### src/rtl/stlv_pkg.sv
// ----------------------------------------------------------------------------
// stlv_pkg
// shared widths, header sizes and the result record of the tlv byte deframer
// ----------------------------------------------------------------------------
package stlv_pkg;

	localparam int unsigned BYTE_W       = 8;
	localparam int unsigned WORD_W       = 32;
	localparam int unsigned SYNC_W       = 16;
	localparam int unsigned TYPE_BYTES   = 4;
	localparam int unsigned LENGTH_BYTES = 4;

	typedef struct packed {
		logic              value_valid;
		logic [BYTE_W-1:0] out_value;
		logic [WORD_W-1:0] value_offset;
		logic              packet_done;
		logic [WORD_W-1:0] packet_type;
		logic [WORD_W-1:0] packet_length;
	} stlv_result_t;

endpackage

### src/rtl/stlv_ifs.sv
// ----------------------------------------------------------------------------
// stlv channel interfaces
// valid/ready channels for stream bytes and for deframed result records
// ----------------------------------------------------------------------------
interface stlv_byte_if;
	logic                          valid;
	logic                          ready;
	logic [stlv_pkg::BYTE_W-1:0]   in_byte;

	modport source (output valid, output in_byte, input ready);
	modport sink (input valid, input in_byte, output ready);
endinterface

interface stlv_result_if;
	logic                   valid;
	logic                   ready;
	stlv_pkg::stlv_result_t data;

	modport source (output valid, output data, input ready);
	modport sink (input valid, input data, output ready);
endinterface

### src/rtl/sync_tlv_byte_deframer.sv
// ----------------------------------------------------------------------------
// sync_tlv_byte_deframer
// hunts a 16-bit sync word, then collects a big-endian type and length and
// passes on each value byte with its offset, flagging the end of the packet
// ----------------------------------------------------------------------------
//  channel   | dir | handshake          | payload
//  stream    | in  | valid / ready      | in_byte
//  result    | out | valid / ready      | data (stlv_result_t)
//  cfg       | in  | cfg_we             | cfg_wdata (sync word)
//
// one byte per cycle sustained; a byte waits in the input register and its
// record, if any, enters the result register as the byte leaves it. a held
// result stalls the input register only when that byte makes a record: the
// value bytes and an empty packet's last length byte; other bytes never wait.
// arst_n clears the phase, window, fields, count and the sync word to zero.
// ----------------------------------------------------------------------------
module sync_tlv_byte_deframer (
	input  logic                          clk,
	input  logic                          arst_n,
	input  logic                          cfg_we,
	input  logic [stlv_pkg::SYNC_W-1:0]   cfg_wdata,
	stlv_byte_if.sink                     stream,
	stlv_result_if.source                 result
);

	localparam logic [1:0] PH_HUNT   = 2'd0;
	localparam logic [1:0] PH_TYPE   = 2'd1;
	localparam logic [1:0] PH_LENGTH = 2'd2;
	localparam logic [1:0] PH_VALUE  = 2'd3;

	localparam logic [stlv_pkg::WORD_W-1:0] TYPE_LAST =
		stlv_pkg::WORD_W'(stlv_pkg::TYPE_BYTES - 1);
	localparam logic [stlv_pkg::WORD_W-1:0] LENGTH_LAST =
		stlv_pkg::WORD_W'(stlv_pkg::LENGTH_BYTES - 1);

	logic [stlv_pkg::SYNC_W-1:0] sync_q;
	logic [1:0]                  phase_q, phase_d;
	logic [stlv_pkg::SYNC_W-1:0] win_q, win_d;
	logic [stlv_pkg::WORD_W-1:0] type_q, type_d;
	logic [stlv_pkg::WORD_W-1:0] len_q, len_d;
	logic [stlv_pkg::WORD_W-1:0] cnt_q, cnt_d;
	logic [stlv_pkg::WORD_W-1:0] cnt_inc;

	logic                        valid_s1;
	logic [stlv_pkg::BYTE_W-1:0] byte_s1;
	logic                        emit;
	logic                        adv_s1;
	stlv_pkg::stlv_result_t      res_d;
	logic                        res_valid_q;
	stlv_pkg::stlv_result_t      res_q;

	always_ff @(posedge clk or negedge arst_n) begin
		if (!arst_n) begin
			sync_q <= '0;
		end else if (cfg_we) begin
			sync_q <= cfg_wdata;
		end
	end

	// input register
	assign adv_s1       = valid_s1 && (!emit || !res_valid_q || result.ready);
	assign stream.ready = !valid_s1 || adv_s1;

	always_ff @(posedge clk or negedge arst_n) begin
		if (!arst_n) begin
			valid_s1 <= 1'b0;
		end else if (stream.ready) begin
			valid_s1 <= stream.valid;
		end
	end

	always_ff @(posedge clk) begin
		if (stream.valid && stream.ready) begin
			byte_s1 <= stream.in_byte;
		end
	end

	// deframing step
	assign cnt_inc = cnt_q + stlv_pkg::WORD_W'(1);

	always_comb begin
		phase_d = phase_q;
		win_d   = win_q;
		type_d  = type_q;
		len_d   = len_q;
		cnt_d   = cnt_q;
		emit    = 1'b0;
		res_d   = '0;
		res_d.packet_type   = type_q;
		res_d.packet_length = len_q;
		case (phase_q)
			PH_HUNT: begin
				win_d = {win_q[stlv_pkg::SYNC_W-stlv_pkg::BYTE_W-1:0], byte_s1};
				if (win_d == sync_q) begin
					phase_d = PH_TYPE;
					cnt_d   = '0;
					type_d  = '0;
					len_d   = '0;
				end
			end
			PH_TYPE: begin
				type_d = {type_q[stlv_pkg::WORD_W-stlv_pkg::BYTE_W-1:0], byte_s1};
				cnt_d  = cnt_inc;
				if (cnt_q == TYPE_LAST) begin
					phase_d = PH_LENGTH;
					cnt_d   = '0;
				end
			end
			PH_LENGTH: begin
				len_d = {len_q[stlv_pkg::WORD_W-stlv_pkg::BYTE_W-1:0], byte_s1};
				cnt_d = cnt_inc;
				if (cnt_q == LENGTH_LAST) begin
					cnt_d = '0;
					if (len_d != '0) begin
						phase_d = PH_VALUE;
					end else begin
						// empty payload closes the packet here
						phase_d             = PH_HUNT;
						emit                = 1'b1;
						res_d.packet_done   = 1'b1;
						res_d.packet_length = len_d;
					end
				end
			end
			PH_VALUE: begin
				cnt_d              = cnt_inc;
				emit               = 1'b1;
				res_d.value_valid  = 1'b1;
				res_d.out_value    = byte_s1;
				res_d.value_offset = cnt_q;
				res_d.packet_done  = (cnt_inc == len_q);
				if (cnt_inc == len_q) begin
					phase_d = PH_HUNT;
				end
			end
			default: begin
				phase_d = PH_HUNT;
			end
		endcase
	end

	always_ff @(posedge clk or negedge arst_n) begin
		if (!arst_n) begin
			phase_q <= PH_HUNT;
			win_q   <= '0;
			type_q  <= '0;
			len_q   <= '0;
			cnt_q   <= '0;
		end else if (adv_s1) begin
			phase_q <= phase_d;
			win_q   <= win_d;
			type_q  <= type_d;
			len_q   <= len_d;
			cnt_q   <= cnt_d;
		end
	end

	// result register
	always_ff @(posedge clk or negedge arst_n) begin
		if (!arst_n) begin
			res_valid_q <= 1'b0;
		end else if (adv_s1 && emit) begin
			res_valid_q <= 1'b1;
		end else if (result.ready) begin
			res_valid_q <= 1'b0;
		end
	end

	always_ff @(posedge clk) begin
		if (adv_s1 && emit) begin
			res_q <= res_d;
		end
	end

	assign result.valid = res_valid_q;
	assign result.data  = res_q;

	// checks
	a_empty_done: assert property (@(posedge clk) disable iff (!arst_n)
		result.valid && !result.data.value_valid |->
			result.data.packet_done && result.data.packet_length == '0)
		else $error("record without value byte is not an empty packet end");

	a_last_offset: assert property (@(posedge clk) disable iff (!arst_n)
		result.valid && result.data.value_valid && result.data.packet_done |->
			result.data.value_offset + stlv_pkg::WORD_W'(1) == result.data.packet_length)
		else $error("packet end flagged away from the last value byte");

	a_emit_lands: assert property (@(posedge clk) disable iff (!arst_n)
		adv_s1 && emit |=> res_valid_q)
		else $error("record lost on its way to the result register");

	a_no_drop: assert property (@(posedge clk) disable iff (!arst_n)
		res_valid_q && !result.ready |=> res_valid_q && $stable(res_q))
		else $error("held record overwritten or dropped");

endmodule
### src/flat_wrapper.sv
// flat-port wrapper written by rule: the top's interface ports become plain ports
module sync_tlv_byte_deframer_flat 
  (clk, arst_n, cfg_we, cfg_wdata, stream_valid, stream_in_byte, stream_ready, result_valid, result_data, result_ready);
  stlv_byte_if stream_i ();
  stlv_result_if result_i ();
  input  logic clk;
  input  logic arst_n;
  input  logic cfg_we;
  input  logic [stlv_pkg::SYNC_W-1:0] cfg_wdata;
  input wire logic [$bits(stream_i.valid)-1:0] stream_valid;
  input wire logic [$bits(stream_i.in_byte)-1:0] stream_in_byte;
  output wire logic [$bits(stream_i.ready)-1:0] stream_ready;
  output wire logic [$bits(result_i.valid)-1:0] result_valid;
  output wire logic [$bits(result_i.data)-1:0] result_data;
  input wire logic [$bits(result_i.ready)-1:0] result_ready;
  assign stream_i.valid = stream_valid;
  assign stream_i.in_byte = stream_in_byte;
  assign stream_ready = stream_i.ready;
  assign result_valid = result_i.valid;
  assign result_data = result_i.data;
  assign result_i.ready = result_ready;
  sync_tlv_byte_deframer u_core (.clk(clk), .arst_n(arst_n), .cfg_we(cfg_we), .cfg_wdata(cfg_wdata), .stream(stream_i), .result(result_i));
endmodule
### config.mk
export PLATFORM = sky130hd
export DESIGN_NAME = sync_tlv_byte_deframer_flat
export DESIGN_NICKNAME = d
export VERILOG_FILES = /design/src/rtl/stlv_pkg.sv /design/src/rtl/stlv_ifs.sv /design/src/rtl/sync_tlv_byte_deframer.sv /design/src/flat_wrapper.sv
export SDC_FILE = /design/constraint.sdc
export NUM_CORES = 1
export LEC_CHECK = 0
export BUFFER_PORTS_ARGS = -buffer_cell sky130_fd_sc_hd__buf_2
export CAP_MARGIN = 25
export CORE_ASPECT_RATIO = 0.8
export CORE_MARGIN = 3
export CORE_UTILIZATION = 25
export DETAILED_ROUTE_END_ITERATION = 8
export PLACE_DENSITY_LB_ADDON = 0.15
export SYNTH_ARGS = -nofsm -noshare
export SYNTH_HDL_FRONTEND = slang
export SYNTH_SLANG_ARGS = --single-unit
### constraint.sdc
create_clock -name clk -period 7.6 [get_ports clk]
set_clock_uncertainty 0.15 [all_clocks]
set_input_delay 1.14 -clock clk [delete_from_list [all_inputs] [get_ports clk]]
set_output_delay 1.14 -clock clk [all_outputs]
set_load 0.02 [all_outputs]
==> results.md <==
* Final ANT Viol Nets at 0
* Post-CTS Setup Repair Bufs at 0
* Unrepaired setup endpoints after global routing: false
* # fillers at between 4000 and 5000
* CTS H-tree lvls at 1
* Setup TNS at 0 ns
* Setup Viol. Count Final at 0
* Port bufs at 136
* Asr flop ratio synth at 52.1%
* Reg clk slew, reported paths at approximately 0.060 ns
* Via/cell ratio at 4.90
* Die W at approximately 240 um
* Number of global-route vias before repair at roughly 7100
* Slew Viols, Final at 0
* Final Hold Fails at 0
* Cell Area, Synth at roughly 11000 um2
* Avg WL per Cell at between 20 and 25 um
* Dominant cell type by area after synthesis: edfxtp_1
* Top post-synthesis cells by area: edfxtp_1 32%, dfrtp_1 29%, a22o_1 5.4%
* CTS tree: yes
* Leak pwr at about 4.7 nW
* CTS buffer count at 26
* Post-synth EDFFs at ~110
* Final wirelength at 32000 um
* Min Tclk post-route at 4.47 ns
* Critical path startpoint category: flop
* CTS root buffer: clkbuf_16
* Initial antenna violation count at 0
* Status: complete, no violations
* Post-synthesis sequential area ratio at around three fifths
* Placed cell area at around 12000 um2
* Compound-cell area share of the yosys netlist at between 10 and 15%
* Metal2 WL at ~13000 um
* Cell row count at 66
* DRC Markers at 0
* Reg power frac at 51.6%
* Pin count of the biggest net entering global routing at 73
* Routability cong. at between 0.8 and 0.9
* Rel. slew slack at approximately a third
* Post-CTS Hold Buffers at 0
* Metal3 WL at between 1500 and 2000 um
* Power, Total at roughly 2.8 mW
* I/O Pins at 137
* Deepest clock path buffer count at 3
* Area Growth Syn to Fin at 18.5%
* Main combinational cell family by area after synthesis: simple AND/OR/NAND/NOR gates
* Clock Sinks at 238
* Synthesized Nets at 917
* Grt total ovfl at 0
* Sw frac at a little under a quarter
* Gates resized, CTS repair at 0
* DR top layer: met4
* Vias at between 7000 and 8000
* Synth cell count leaders: 124 x dfrtp_1, 114 x edfxtp_1, 75 x clkbuf_1, 65 x a22o_1, 54 x nor2_1
* Layout cells sized above 1 at between 20% and 30%
* CP arrival at roughly 3.2 ns
* Worst hold-check path type: in2async
* Tcrit/Tclk final at between 50% and 60%
* Synth cell types at 58
* Die Y at approximately 190 um
* Post-DP HPWL at 22100 um
* Max_cap viols at 0
* Crit-path max FO at 10
* Max VDD drop at about 0.14 mV
* Share of total power in combinational logic at 4.4%
* Slew at the pin with the worst max-slew slack at 0.980 ns
* Fin util at a little under a third
* Core area at ~41000 um2
* First-pass GRT wire length at 47900 um
* Critical path class: reg2out
* Starting Density at about a quarter
* WP data required at around 6.3 ns
* Pre-Repair DR Iteration Count at 6
* All-layer global routing usage at between 10 and 15%
* Initial DRC Count at around 600
* Synth Register Bits at 238
* Power per cell area at 222 nW/um2
* Post-Syn Area per Cell at between 10 and 15 um2
* Net Switching at ~650 uW
* Diode count at 0
* Xor/xnor cell area share of the yosys netlist at approximately 4.2%
* Main synth FF type: dfrtp_1
* CP Capture Type: primary output
* Clock Power Share at a little over two fifths
* Count leader, synth: dfrtp_1
* Post-Syn Instances at 882
* Post-synthesis simple-gate area fraction at between 10% and 20%
* Synth Area in Adders at less than 1%
* Post-route cell area at 12600 um2
* M1 wire length at 16300 um
* Fmax at roughly 220 MHz
* Synth top area share at between 30 and 40%
* Layout net count at roughly 1000
* Internal at 2.15 mW
* Number of synthesis warnings at 0
* Die Area at between 40000 and 50000 um2
* Insertion delay to the later sink of the worst-skew pair at around 0.55 ns
* Multiplexer share of the synthesized area at approximately 2.7%
==> through the flow <==
stage | cells | hold WS, ns | setup slack, ns
3_5_place_dp | 1490 | 0.284 | 3.74
5_1_grt | 1538 | 0.251 | 2.89
6_report | 1538 | 0.268 | 3.13
3_3_place_gp | 1490 | 0.291 | 3.81
4_1_cts | 1538 | 0.248 | 3.14
2_1_floorplan | 882 | 0.276 | 0.547
==> placed cells by master (no fill, tap or decap), types with 24 or more instances in the layout <==
master     count
a22o_1        65
and2_1        50
buf_2        135
clkbuf_16     26
dfrtp_1      124
edfxtp_1     114
mux2_2        24
nand2_1       35
nor2_1        50
nor4_1        29
o21ai_0       53
xor2_1        28
==> path summary, 6_finish.rpt <==
check                             startpoint                      to  slack [ns]  depth (start not counted)
max reg2reg                  u_core.cnt_q[0]        u_core.len_q[15]        3.80                         11
min reg2reg                u_core.type_q[28]  u_core.result.data[60]        0.31                          0
max                          u_core.cnt_q[0]            stream_ready        3.13                          9
min in group clk           u_core.type_q[28]  u_core.result.data[60]        0.31                          0
min                                   arst_n       u_core.type_q[27]        0.27                          1
max in group asynchronous             arst_n        u_core.cnt_q[17]        6.00                          2
==> area by class of cell <==
class,instances,area [um2],share of cell area [%]
tap,544,681,5.41
multi-input combinational,549,3730,29.7
clock inverter,14,135,1.07
sequential,238,6530,51.9
timing repair buffer,149,781,6.21
clock buffer,34,681,5.41
inverter,10,37.5,0.299
==> registers in the layout, indices dropped and copies added, names as in the netlist <==
signal	flops
u_core.result.data	106
u_core.cnt_q	32
u_core.len_q	32
u_core.type_q	32
u_core.sync_q	16
u_core.byte_s1	8
u_core.win_q	8
u_core.phase_q	2
u_core.result.valid	1
u_core.valid_s1	1
==> kinds of logic after synthesis <==
| logic type | after synthesis |
|---|---|
| simple gates | 283 |
| flops | 238 |
| compound gates | 183 |
| buf+inv | 95 |
| xor+xnor | 51 |
| mux | 26 |
| fa+ha+maj | 6 |
==> critical path, cell delays in order, from the launching register on <==
cell,delay [ns]
dfrtp_1,0.46
ha_1,0.39
nor4b_1,0.27
nand4_1,0.19
nor2_1,0.28
a31oi_1,0.28
nand2b_1,0.31
nor2_1,0.23
inv_1,0.07
buf_2,0.16
==> per-layer routing <==
layer | vias up | track usage, %
li1 | 3448 | -
met1 | 3794 | 22.0
met2 | 251 | 19.0
met3 | 41 | 2.81
met4 | 0 | 2.49
met5 | - | 0
==> power by group through the flow <==
stage          combinational, mW  sequential (mW)  clock (mW)
6_report                   0.124             1.44        1.23
4_1_cts                    0.126             1.44        1.27
5_1_grt                    0.140             1.45        1.33
3_5_place_dp               0.125             1.47           0
3_3_place_gp               0.126             1.46           0
2_1_floorplan             0.0886             1.44           0
(Power assumes the default switching activity.)
